<file path="config.mk">
export PLATFORM = sky130hd
export DESIGN_NAME = psp_ram
export DESIGN_NICKNAME = d
export VERILOG_FILES = /design/src/psp_ram.sv
export SDC_FILE = /design/constraint.sdc
export NUM_CORES = 2
export LEC_CHECK = 0
export BUFFER_PORTS_ARGS = -buffer_cell sky130_fd_sc_hd__buf_2
export CAP_MARGIN = 20
export CORE_UTILIZATION = 30
export DETAILED_ROUTE_END_ITERATION = 8
export GPL_ROUTABILITY_DRIVEN = 0
export PLACE_DENSITY = 0.52
export SLEW_MARGIN = 5
export SYNTH_ARGS = -nofsm -noshare
export SYNTH_HDL_FRONTEND = slang
export SYNTH_SLANG_ARGS = --single-unit
</file>
<file path="constraint.sdc">
create_clock -name aclk -period 2.2 [get_ports aclk]
set_input_delay 0.22 -clock aclk [delete_from_list [all_inputs] [get_ports aclk]]
set_output_delay 0.22 -clock aclk [all_outputs]
set_load 0.01 [all_outputs]
</file>
<file path="src/psp_ram.sv">
`default_nettype none
module psp_ram #(
    parameter int W = 16,
    parameter int D = 256,
    parameter int AW = (D > 1) ? $clog2(D) : 1
) (
    input  wire logic          aclk,
    input  wire logic          we,
    input  wire logic [AW-1:0] waddr,
    input  wire logic [W-1:0]  wdata,
    input  wire logic [AW-1:0] raddr,
    output logic      [W-1:0]  rdata
);
    logic [W-1:0] mem [D];

    always_ff @(posedge aclk) begin
        if (we) mem[waddr] <= wdata;
        rdata <= mem[raddr];
    end
endmodule
`default_nettype wire

</file>
---- Yosys cells after proc, flatten, opt, wreduce, memory -nomap -nowiden ----
Memories as Yosys holds them, arrays and structs flattened. A register that Yosys moved wholly into a read port is not among the register bits.
Cells that the tools add are included.
word-level totals
  flip-flop bits (word level) ............. 0
  memory bits (writable) .................. 4,096
  input port bits ......................... 34
  output and inout port bits .............. 16
  word-level logic and storage cells ...... 3
  memories kept ........................... 1
memories
  name  words  bits a word  rd ports  clocked after memory_dff  wr ports  RTL line  RTL
  mem   256    16           1         1                         1         14        logic [W-1:0] mem [D];
cells by class
  mux-type cells .......................... 2
operator list
  cell    number
  $mux 1  2

---- Logic depth before layout (Yosys ltp) ----
  depth in word-level cells ............... 2
  mapped depth ............................ 12
  gate-level depth less buffers ........... 6

---- Least setup slack after synthesis ----
Ideal clock, no wire load.
  kind .................................... in2reg
  start ................................... input port waddr[3]
  end ..................................... memory mem[235][0], enable pin
  setup time .............................. 0.388 ns
  arrival ................................. 1.997 ns
  required time ........................... 1.812 ns
  path slack .............................. -0.185 ns
  stages on the path ...................... 6
  path buffers ............................ 3
  cell sequence ........................... clkbuf_1 -> nor2b_1 -> clkbuf_1 -> nand4_1 -> clkbuf_1 -> nor2_1
RTL lines
  what         RTL line  RTL
  from (decl)  9         input wire logic [AW-1:0] waddr,
  to (decl)    14
Straight into the memory's write port.

==> results.ini <==
[drt]
routed_wl_um = 462000
vias_per_cell = 5.14
vias = 81500
drt_iter0_markers = 9240
ant_nets = 0
drt-pass1-iter-count = 6
drcViolationCount = 0
wire_per_inst_um = 29.1

[floorplan]
ios = 50
core.rowCount = 266
fp.dieArea_um2 = 532000
start_util_pct = 30.2
die_w_um = 729
core_um2 = 526000
die_y_um = 729

[clock_network]
cts_tree = built
clock-sinks = 4112
clk_transition_reported_paths_ps = 60
root_buffer = clkbuf_16
htreeDepth = 5
clock_path_buffers = 4
insertion_delay_ps = 1010
postCtsSetupRepairBufs = 0
numCtsBuffers = 415

[power]
sequentialPowerShare_pct = 52.1
switching_share_pct = 21.8
clkPwrFrac_pct = 41.9
total_leakage_power_nw = 61.8
p_int_mw = 130
power-per-cell-area_nw_per_um2 = 859
switchingPower_mw = 36.3
p_comb_share_pct = 6.0
peakVddDrop_v = 0.000713
finalPower_mw = 166

[timing]
period_minus_slack_ps = 2460
skew_ps = 58.5
fin_hold_ws_ps = 83.8
min_period_over_period_pct = 112
setup_violations = 16
layout_setup_ws_ps = -262
finalHoldViolCount = 0
rsz0062_at_grt = true
max_freq_mhz = 406
maxSlewViolCount = 0
worst_slew_pin_slew_ps = 1060
max_slew_margin_pct = 28.6

[synth]
synthArstFlopShare_pct = 0
ys.warnings.count = 0
synthCells = 7360
synth_nets = 7394
synth_ff_type = edfxtp_1
synth_area_per_cell_um2 = 21.6
synth_edf_count = 4096
yosys.cell_types.count = 52
synth_seq_cells = 4112
synth_area_um2 = 159000
seq_area_frac_synth_pct = 77.7

[finish]
fillers = 47700
final_cells = 15900
final_area_um2 = 193000
areaGrowthSynthToFinish_pct = 21.8
layout.nets = 8571
layout-drive-gt1-share_pct = 32.2

[placement]
dpl.cell_count = 15100
portBuffers = 49
place_area_um2 = 179000
hpwl_um = 300000
dp_slack_ps = -1480

[worst_setup_path]
startpoint_type = flip-flop
cp_max_fo = 1
end_kind = flip-flop
crit_arrival_ps = 3360
critPathKind = reg2reg
required_ps = 3100

[run_status]
violations = negative setup slack
outcome = complete, but fails checks

[global_route]
grtUsageTotal_pct = 17.0
grt_overflow = 0
grt_pass1_wl_um = 648000
grt_pass1_vias = 82300
grt_max_degree = 117
grt_antenna_before_repair = 37

[flow_run]
max_cap_viol_count = 0

[worst_hold_path]
hp-class = in2reg

-- registers in the layout, indices dropped and copies added (netlist names) --
signal and cells:
mem 4096, rdata 16
-- cell usage after synthesis (all sizes together) (43+ instances only) --
library cell  instances  area share (%)
clkbuf              230            0.54
o22ai               148            0.58
a21oi               175            0.55
mux2                 88            0.62
nor3                 92            0.29
buf                 222             1.1
a22oi                43            0.20
mux2i               565             3.6
edfxtp             4096              77
mux4                797              11
o221ai              253             1.4
nor2                304            0.72
-- stage by stage --
step / utilization, % / TNS, ps
6_report: 36.8 / -2670
5_1_grt: 36.8 / -3170
4_1_cts: 36.7 / -3240
3_5_place_dp: 34.1 / -17300
3_3_place_gp: 34.1 / -17470
2_1_floorplan: - / -350160
-- worst paths after layout --
check	start	end	slack, ps	cells after the start
worst min register to register	mem[122][14]	rdata[14]	1020	6
worst max register to register	mem[54][15]	rdata[15]	-260	6
worst max-delay path	mem[54][15]	rdata[15]	-260	6
worst min-delay path	we	mem[59][15]	80	4
-- power groups by stage --
stage | logic [mW] | registers, mW | clock network (mW)
CTS | 9.99 | 86.5 | 71.0
detailed placement | 9.77 | 88.2 | 0
global route | 10.4 | 86.5 | 73.8
global placement | 9.64 | 88.2 | 0
floorplan | 4.26 | 88.1 | 0
finish | 9.94 | 86.5 | 69.7
-- routing by layer --
layer  share of wire [%]  vias to the layer above  track usage [%]  routed length [um]
met3                 6.3                      541             2.42               29100
li1                    -                    33800                -                   -
met1                  43                    44300             23.7              198000
met2                  48                     2884             28.3              223000
met5               0.016                        -                0                  75
met4                 2.5                       12             3.96               11800
-- kinds of logic (layout without fill, tap and decap cells) --
logic type / after synthesis / after routing / share of synthesized area (%)
AO/OA/AOI/OAI: 786 / 786 / 3.54
buffers and inverters: 456 / 1981 / 1.69
flip-flops: 4112 / 4112 / 77.7
multiplexers: 1450 / 1450 / 15.5
other: 0 / 9 / 0
AND/OR/NAND/NOR: 556 / 556 / 1.57
-- final cells by class --
cell class	instances	area (um2)	share of cell area, %
Antenna cell	9	22.5	0.0116
Timing Repair Buffer	1212	14200	7.36
Inverter	4	27.5	0.0142
Sequential cell	4112	123000	63.8
Multi-Input combinational cell	2792	33700	17.4
Clock buffer	518	11000	5.68
Clock inverter	247	2340	1.21
Tap cell	6968	8720	4.51
-- what timing repair did --
action,CTS,global route
resized for setup,110,35
endpoints found under the hold margin,3175,0
pin swaps,39,15
hold buffers,21,0
endpoints found under the setup margin,16,16
-- critical path, cell delays in order (launching register included) --
cell	delay [ps]
edfxtp_1	360
mux4_2	480
mux4_2	590
a22o_4	340
o32ai_4	370
buf_4	190
nor4_2	30
-- placed cells by master (no fill, tap or decap), types with 147 or more instances in the layout --
master | synthesis | final
mux2i_1 | 565 | 565
a21oi_1 | 175 | 175
buf_4 | 26 | 738
nor2_1 | 304 | 226
mux4_2 | 797 | 797
clkbuf_16 | 0 | 423
o22ai_1 | 148 | 147
edfxtp_1 | 4096 | 4096
o221ai_1 | 252 | 252
buf_12 | 5 | 399
Power figures use the tool's default switching activity.
