--- config.mk ---
export PLATFORM = sky130hd
export DESIGN_NAME = psp_mod
export DESIGN_NICKNAME = d
export VERILOG_FILES = /design/src/psp_pkg.sv /design/src/psp_mod.sv
export SDC_FILE = /design/constraint.sdc
export NUM_CORES = 1
export LEC_CHECK = 0
export BUFFER_PORTS_ARGS = -buffer_cell sky130_fd_sc_hd__buf_2
export CORE_MARGIN = 4
export CORE_UTILIZATION = 25
export CTS_CLUSTER_DIAMETER = 40
export DETAILED_ROUTE_END_ITERATION = 10
export PLACE_DENSITY_LB_ADDON = 0.1
export SLEW_MARGIN = 0
export SYNTH_ARGS = -nofsm -noshare
export SYNTH_HDL_FRONTEND = slang
export SYNTH_SLANG_ARGS = --single-unit
--- constraint.sdc ---
create_clock -name aclk -period 5.65 [get_ports aclk]
set_input_delay 0.565 -clock aclk [delete_from_list [all_inputs] [get_ports aclk]]
set_output_delay 0.565 -clock aclk [all_outputs]
set_load 0.05 [all_outputs]
--- src/psp_pkg.sv ---
`default_nettype none
package psp_pkg;

    localparam int POS_W = 36;
    localparam int LEN_W = 17;
    localparam int NOTES = 128;
    localparam int DEF_VOICES = 128;
    localparam int DEF_SAMPLE_WORDS = 65536;
    localparam int DEF_FRAC_BITS = 16;

    localparam logic [1:0] MODE_TICK   = 2'd0;
    localparam logic [1:0] MODE_MIDI   = 2'd1;
    localparam logic [1:0] MODE_BEGIN  = 2'd2;
    localparam logic [1:0] MODE_APPEND = 2'd3;

    localparam logic [3:0] MIDI_NOTE_OFF = 4'h8;
    localparam logic [3:0] MIDI_NOTE_ON  = 4'h9;

    localparam logic CFG_REPEAT = 1'b0;
    localparam logic CFG_PITCH  = 1'b1;

    typedef struct packed {
        logic             start;
        logic [POS_W-1:0] num;
        logic [POS_W-1:0] den;
    } psp_mod_req_t;

    typedef struct packed {
        logic             busy;
        logic             done;
        logic [POS_W-1:0] rem;
    } psp_mod_rsp_t;

    // 12.16 step 2^(note/12), shifted down to frac fraction bits
    function automatic logic [POS_W-1:0] pitch_step(input logic [6:0] note, input int frac);
        logic [3:0]       oct;
        logic [6:0]       semi;
        logic [16:0]      base;
        logic [POS_W-1:0] wide;
        oct = 4'd0;
        for (int i = 1; i <= 10; i++) begin
            if (note >= 7'(12 * i)) oct = 4'(i);
        end
        semi = note - 7'(12 * oct);
        case (semi[3:0])
            4'd0:    base = 17'd65536;
            4'd1:    base = 17'd69433;
            4'd2:    base = 17'd73562;
            4'd3:    base = 17'd77936;
            4'd4:    base = 17'd82570;
            4'd5:    base = 17'd87480;
            4'd6:    base = 17'd92682;
            4'd7:    base = 17'd98193;
            4'd8:    base = 17'd104032;
            4'd9:    base = 17'd110218;
            4'd10:   base = 17'd116772;
            4'd11:   base = 17'd123715;
            default: base = 17'd65536;
        endcase
        wide = POS_W'(base) << oct;
        return wide >> (16 - frac);
    endfunction

endpackage
`default_nettype wire

--- src/psp_mod.sv ---
`default_nettype none
module psp_mod #(
    parameter int FRAC_BITS = psp_pkg::DEF_FRAC_BITS
) (
    input  wire logic                 aclk,
    input  wire logic                 aresetn,
    input  wire psp_pkg::psp_mod_req_t req,
    output psp_pkg::psp_mod_rsp_t     rsp
);
    import psp_pkg::*;

    // restoring remainder, one quotient bit per cycle
    localparam int STEPS = POS_W - FRAC_BITS;
    localparam int KW = $clog2(STEPS);

    logic             busy_reg, done_reg;
    logic [KW-1:0]    k_reg;
    logic [POS_W-1:0] rem_reg, den_reg;

    always_ff @(posedge aclk) begin
        if (!aresetn) begin
            busy_reg <= 1'b0;
            done_reg <= 1'b0;
        end else begin
            done_reg <= 1'b0;
            if (req.start) begin
                busy_reg <= 1'b1;
                rem_reg  <= req.num;
                den_reg  <= req.den;
                k_reg    <= KW'(STEPS - 1);
            end else if (busy_reg) begin
                if ((rem_reg >> k_reg) >= den_reg) rem_reg <= rem_reg - (den_reg << k_reg);
                if (k_reg == '0) begin
                    busy_reg <= 1'b0;
                    done_reg <= 1'b1;
                end else begin
                    k_reg <= k_reg - 1'b1;
                end
            end
        end
    end

    assign rsp.busy = busy_reg;
    assign rsp.done = done_reg;
    assign rsp.rem  = rem_reg;
endmodule
`default_nettype wire

# --- Yosys cells after proc, flatten, opt, wreduce, memory -nomap -nowiden ---
# Cells that the tools add are included.
op_classes:
  magnitude_cmp: 1
  eq_ne: 1
  n_reduce_logical: 7
  addsub: 2
  n_mux: 9
  shift: 2
  bitwise_logic: 2
op_table:
  columns: ["cell", "count"]
  rows:
  - ["$mux 36", 3]
  - ["$ge 36x36->1", 1]
  - ["$shl 36x5->36", 1]
  - ["$shr 36x5->36", 1]
  - ["$sub 36x36->36", 1]
  - ["$mux 5", 2]
  - ["$reduce_and 3->1", 2]
  - ["$logic_not 5->1", 1]
  - ["$sub 5x1->5 const B", 1]
  - ["$mux 1", 4]
  - ["$reduce_bool 2->1", 2]
  - ["$reduce_or 3->1", 1]
  - ["$ne 2x2->1 const B", 1]
  - ["$not 1->1", 2]
  - ["$reduce_and 2->1", 1]
totals:
  out_inout_bits: 38
  reg_bits: 79
  in_bits: 75

# --- Logic depth before layout (Yosys ltp) ---
# Gate-level depths: netlist of the first run.
depth:
  word_depth: 5
  depth_mapped: 22

# --- Worst setup path after synthesis of the first run ---
# Ideal clock, no wire load.
synth_timing:
  path_kind: "register to register"
  startpoint: "register k_reg[0]"
  endpoint: "register rem_reg[0] (enable)"
  n_path_buf: 3
  path_slack_ns: -0.535
  required_time_ns: 5.171
  arrival_ns: 5.706
  setup_time_ns: 0.479
  path_stages_with_launch: 20
  period_less_slack_ns: 6.185
  path_cell_list: "edfxtp_1 buf_4 buf_4 buf_2 mux2i_1 nor2_1 a21oi_1 nor2_1 a21oi_1 a21oi_1 mux2_2 ha_1 a21o_1 a21o_1 a21oi_1 o21a_1 o21ai_0 a221o_1 a21oi_1 o21ai_0"
synth_via:
  elab_chain_len: 4
synth_lines:
  columns: ["element", "line", "source"]
  rows:
  - ["start: declaration", "psp_mod.sv:17", "logic [KW-1:0] k_reg;"]
  - ["start signal: assignment", "psp_mod.sv:30", "k_reg <= KW'(STEPS - 1);"]
  - ["start signal: assignment", "psp_mod.sv:37", "k_reg <= k_reg - 1'b1;"]
  - ["$shr 36x5->36", "psp_mod.sv:32", "if ((rem_reg >> k_reg) >= den_reg) rem_reg <= rem_reg - (den_reg << k_reg);"]
  - ["$ge 36x36->1", "psp_mod.sv:32", null]
  - ["$reduce_bool 2->1 (no source line)", null, null]
  - ["$reduce_and 3->1 (no source line)", null, null]
  - ["end signal: assignment", "psp_mod.sv:28", "rem_reg <= req.num;"]
  - ["end signal: assignment", "psp_mod.sv:32", null]
  - ["end: declaration", "psp_mod.sv:18", "logic [POS_W-1:0] rem_reg, den_reg;"]
# Every way passes these cells.
# A chain may end at the register's enable or synchronous reset.

# --- Worst setup path in the final report of the first run ---
layout_timing:
  startpoint: "register k_reg[0]"
  endpoint: "register rem_reg[1] (enable)"
# The elaborated chain is that of the path after synthesis.

==> metrics.txt, run 1 <==
Setup TNS=0 ns; post-route setup slack=0.401 ns; leak pwr=4.67 nW; Synth Area in XOR/XNOR=2.65%; Placer Congestion=0.935; RSZ-0062 raised after global routing=false; # DRC=0; YS warnings=0; Pre-antenna DRT Iters=5; CP Max Fanout=43; Routed WL=35.7 mm; async set or reset register ratio after synthesis=0%; row cnt=70; CTS Hold Bufs=0; postcts setup bufs=0; clock-pin slew on the worst setup and hold paths=0.06 ns; critical path startpoint category=flip-flop; Final Skew=0.0133 ns; # resized after CTS=0; Setup crit end kind=flip-flop; vias per cell=5.28; Setup WS pre-CTS=0.473 ns; starting density of the core=25.3%; DRT antenna net count=0; cell area after synthesis=9260 µm²; period utilisation layout=92.9%; CTS Sinks=79; status=finished clean; WP data required=5.71 ns; grt ovf=0; Post-synth EDFFs=77; Mapped Cells=1,093; wire per inst=21.8 µm; post-synthesis sequential area ratio=25.4%; FMAX=191 MHz; Pint=1.62 mW; footprint of the multi-input gates=6400 µm²; crit path DAT=5.31 ns; clk buf depth=2; Final Max Tran Viols=0; Die Y-Extent=200 µm; initial antenna violation count=0; clock power share=22.8%; Yosys reg bits=79; CTS buffer count=9; commonest non-fill, non-tap cell in the layout=nand2_1; # nets final=1,315; post-DP HPWL=28.7 mm; worst skew pair latency=0.38 ns; CTS tree=yes; Post-Synth Adder-Cell Area=9.95%; Max-slew headroom=45.7%; Logic pwr share=49.5%; post-synthesis simple-gate area fraction=16.5%; most frequent cells in the layout=nand2_1 (167), buf_2 (112), a21oi_1 (90); largest family of logic cells by synthesized area=compound AO/OA/AOI/OAI gates; final core occ=29.1%; ANT cells=0; H-tree depth=3; Top FF cell, synth=edfxtp_1; number of global-route vias before repair=8,664; top-level I/O count=113; largest net degree at the start of global routing=58; Power Dens Cells=264 nW/µm²; mux cell area share after synthesis=17.8%; Sw Ratio=42.4%; final setup vio count=0; Max-cap violations=0; clock root buffer=clkbuf_16; worst vdd ir=0.000144 V; first-pass GRT wire length=54.4 mm; Yosys cell types=67; initial drt markers=786; share of layout cells above drive strength 1=19.0%; DIE AREA=40,200 µm²; Port Buffer Count=112; Setup CP Type=reg2reg; worst min-delay path class=in2reg; post-synthesis compound-gate area fraction=22.2%; share of total power in sequential cells=27.7%; Avg Inst Size Synth=8.47 µm²; Slew @ Worst Pin=0.815 ns; routed via count=8,646; min Tclk post-route=5.25 ns; Core ar.=36,600 µm²; Seq. cell area=2350 µm²; Mapped Nets=1,241; Sw Pwr=1.19 mW; fillers=3,977; Die Width=200 µm; endpoints failing hold=0; Layout area overhead=15.0%; GRT Util Overall=17.4%
layout make-up:
cell class,instances,share of cell area [%]
Clock buffer,10,2.15
Inverter,54,1.90
Tap cell,468,5.50
Sequential cell,79,22.1
Multi-Input combinational cell,886,60.1
Timing Repair Buffer,137,7.50
Clock inverter,5,0.694
power by group through the flow:
stage | Sequential (mW) | Clock [mW] | Combinational, mW
6_report | 0.780 | 0.640 | 1.39
4_1_cts | 0.782 | 0.666 | 1.39
2_1_floorplan | 0.839 | 0 | 0.908
3_5_place_dp | 0.793 | 0 | 1.38
3_3_place_gp | 0.795 | 0 | 1.39
5_1_grt | 0.789 | 0.686 | 1.53
worst max-delay path, cell delays in order, from the launching register on:
cell      delay [ns]
edfxtp_1        0.39
buf_4           0.18
buf_12          0.25
mux2i_1         0.61
nand2_1         0.10
o21ai_0         0.28
nor2_1          0.08
a21oi_1         0.38
nand2_1         0.10
o21ai_0         0.16
nor2_1          0.13
ha_1            0.20
a21o_1          0.15
a21o_1          0.18
a21o_1          0.17
a21o_1          0.17
a21o_1          0.18
a21o_1          0.17
a221o_1         0.37
a21oi_1         0.28
o21ai_4         0.06
buf_4           0.27
metal layers:
layer	vias to the layer above	track usage, %	routed length, µm
met3	45	2.83	1520
li1	4181	-	-
met1	4204	24.1	17000
met5	-	0	0
met2	216	27.9	16300
met4	0	5.78	926
final timing paths:
path / endpoint / slack (ns) / cells after the start / start
min reg2reg: busy_reg$_SDFF_PN0_ / 0.52 / 2 / busy_reg$_SDFF_PN0_
min: den_reg[35]$_DFFE_PP_ / 0.37 / 1 / req[35]
max reg2reg: rem_reg[1]$_DFFE_PP_ / 0.40 / 21 / k_reg[0]$_SDFFCE_PP1P_
max: rem_reg[1]$_DFFE_PP_ / 0.40 / 21 / k_reg[0]$_SDFFCE_PP1P_
cell families (layout without fill, tap and decap cells):
kind of cell               count (synthesis)  in the layout
and+or+nand+nor                          342            342
muxes                                    115            115
DFF                                       79             79
xor gates and xnor gates                  28             28
AOI/OAI and AO/OA                        328            328
adders and majority gates                 73             73
buffers and inverters                    128            206
cells in the mapped netlist, types with 20 or more instances:
master / instances / share of area (%)
a211oi_1: 21 / 1.7
ha_1: 72 / 9.7
mux2i_1: 57 / 6.2
nand2_1: 167 / 6.8
a21oi_1: 90 / 4.9
clkbuf_1: 53 / 2.1
mux4_2: 37 / 9.0
mux2_2: 20 / 2.4
nor2_1: 72 / 2.9
a21o_1: 41 / 3.3
o21ai_0: 89 / 4.8
inv_1: 54 / 2.2
edfxtp_1: 77 / 25
through the flow:
stage / total power [mW] / hold slack (ns) / instances / cell area, µm²
5_1_grt: 3.01 / 0.355 / 1639 / 10600
3_3_place_gp: 2.19 / 0.498 / 1624 / 10300
3_5_place_dp: 2.17 / 0.511 / 1624 / 10300
4_1_cts: 2.84 / 0.343 / 1639 / 10600
2_1_floorplan: 1.75 / 0.457 / 1093 / 9260
6_report: 2.81 / 0.368 / 1639 / 10600
Note: power is estimated with default switching activity, not from simulation.
==> run 2: changes to the inputs <==
PLACE_DENSITY_LB_ADDON = default   (was 0.1)
==> metrics.txt, run 2 (synthesis gave the netlist of run 1 again) <==
ANT cells=0; postcts setup bufs=0; Max-cap violations=0; Placer Congestion=0.950; Max-slew headroom=28.7%; clock root buffer=clkbuf_16; Final Skew=0.00860 ns; r2r endpoint=rem_reg[32]$_DFFE_PP_; RR Startpoint=k_reg[0]$_SDFFCE_PP1P_; CTS Sinks=79; leak pwr=4.64 nW; Layout area overhead=14.5%; Die Width=200 µm; number of buffer and inverter stages on the critical path=1; CP Max Fanout=78; DIE AREA=40,200 µm²; top-level I/O count=113; Worst R2R Path Depth=15; # DRC=0; critical path startpoint category=flip-flop; Setup crit end kind=flip-flop; Setup TNS=0 ns; initial drt markers=778; Pint=1.62 mW; first-pass GRT wire length=51.4 mm; commonest non-fill, non-tap cell in the layout=nand2_1; starting density of the core=25.3%; clock-pin slew on the worst setup and hold paths=0.06 ns; worst min-delay path class=in2reg; Power, Total=2.78 mW; RSZ-0062 raised after global routing=false; CTS tree=yes; Power Dens Cells=262 nW/µm²; CTS buffer count=9; grt ovf=0; min Tclk post-route=5.04 ns; # resized after CTS=0; row cnt=70; # nets final=1,312; Crit-path slowest cell=mux4_2; Placed Cells incl. Taps=1,621; Pre-antenna DRT Iters=5; vias per cell=5.34; share of total power in sequential cells=28.0%; Crit path top cell by count=a21o_1; Slew @ Worst Pin=1.07 ns; Setup CP Type=reg2reg; post-route setup slack=0.606 ns; final std cells w/o fill=1,636; worst hold path startpoint=req[11]; Routed WL=33.3 mm; wire per inst=20.4 µm; delay-heaviest family, CP=compound AO/OA/AOI/OAI gates; WP data required=5.77 ns; r2r setup slk=0.61 ns; most frequent cells in the layout=nand2_1 (167), buf_2 (112), a21oi_1 (90); status=finished clean; clk buf depth=2; share of layout cells above drive strength 1=18.8%; crit-path cells=buf_12 > mux4_2 > mux2i_1 > o21ai_0 > nand2b_1 > ha_1 > a21o_1 > a21o_1 > a21oi_1 > or4b_1 > o2111ai_1 > a31oi_1 > o211ai_1 > nand3_1 > a31o_2; worst vdd ir=0.000161 V; routed via count=8,743; period utilisation layout=89.3%; FMAX=198 MHz; largest net degree at the start of global routing=79; final core occ=29.0%; GRT Util Overall=16.2%; Core ar.=36,600 µm²; Largest stage delay, worst path=0.62 ns; Die Y-Extent=200 µm; initial antenna violation count=0; Sw Ratio=41.9%; final setup vio count=0; fillers=3,948; Sw Pwr=1.17 mW; Hold Path End=den_reg[11]$_DFFE_PP_; post-DP HPWL=26.4 mm; WHS Path Cells=1; Setup WS pre-CTS=0.680 ns; clock power share=23.1%; worst skew pair latency=0.37 ns; Final Max Tran Viols=0; endpoints failing hold=0; number of global-route vias before repair=8,694; crit path DAT=5.17 ns; Logic pwr share=48.9%; Port Buffer Count=112; H-tree depth=3; CTS Hold Bufs=0; DRT antenna net count=0
==> run 2: worst reg2reg max path: cells and delay by family (launching register included) <==
family / cells / cell delay, ns
fa+ha+maj: 1 / 0.31
buf+inv: 1 / 0.36
mux: 2 / 0.93
flops: 1 / 0.37
compound gates: 8 / 2.05
simple gates: 3 / 0.79
==> run 2: per-stage QoR <==
stage	hold slack [ns]	instance area (µm²)
6_report	0.375	10600
5_1_grt	0.362	10600
4_1_cts	0.364	10600
3_5_place_dp	0.507	10300
3_3_place_gp	0.490	10300
2_1_floorplan	0.457	9260
==> run 2: how the worst max path moves through the flow <==
stage	endpoint	cells past startpoint	start
after global placement	rem_reg[0]$_DFFE_PP_	19	k_reg[0]$_SDFFCE_PP1P_
final	rem_reg[32]$_DFFE_PP_	15	k_reg[0]$_SDFFCE_PP1P_
after detailed placement	rem_reg[0]$_DFFE_PP_	16	k_reg[0]$_SDFFCE_PP1P_
after CTS	rem_reg[2]$_DFFE_PP_	16	k_reg[0]$_SDFFCE_PP1P_
after floorplan	rem_reg[0]$_DFFE_PP_	19	k_reg[0]$_SDFFCE_PP1P_
after global routing	rem_reg[32]$_DFFE_PP_	15	k_reg[0]$_SDFFCE_PP1P_
==> run 2: power by group through the flow <==
stage,Combinational [mW],Sequential [mW],Clock [mW]
floorplan,0.908,0.839,0
detailed placement,1.35,0.792,0
finish,1.36,0.780,0.642
CTS,1.36,0.781,0.658
global route,1.49,0.787,0.685
global placement,1.34,0.792,0
==> run 2: metal layers <==
layer	GRT usage, %	up-vias	wire length (µm)
li1	-	4193	-
met1	21.7	4188	15000
met2	26.9	309	15700
met3	1.83	53	1500
met4	6.19	0	1100
met5	0	-	0
==> run 2: final cells by class <==
type	instances	area (µm²)	area share [%]
Tap cell	468	586	5.52
Timing Repair Buffer	134	751	7.08
Clock inverter	6	85.1	0.802
Sequential cell	79	2350	22.2
Clock buffer	9	225	2.12
Inverter	54	203	1.91
Multi-Input combinational cell	886	6400	60.4
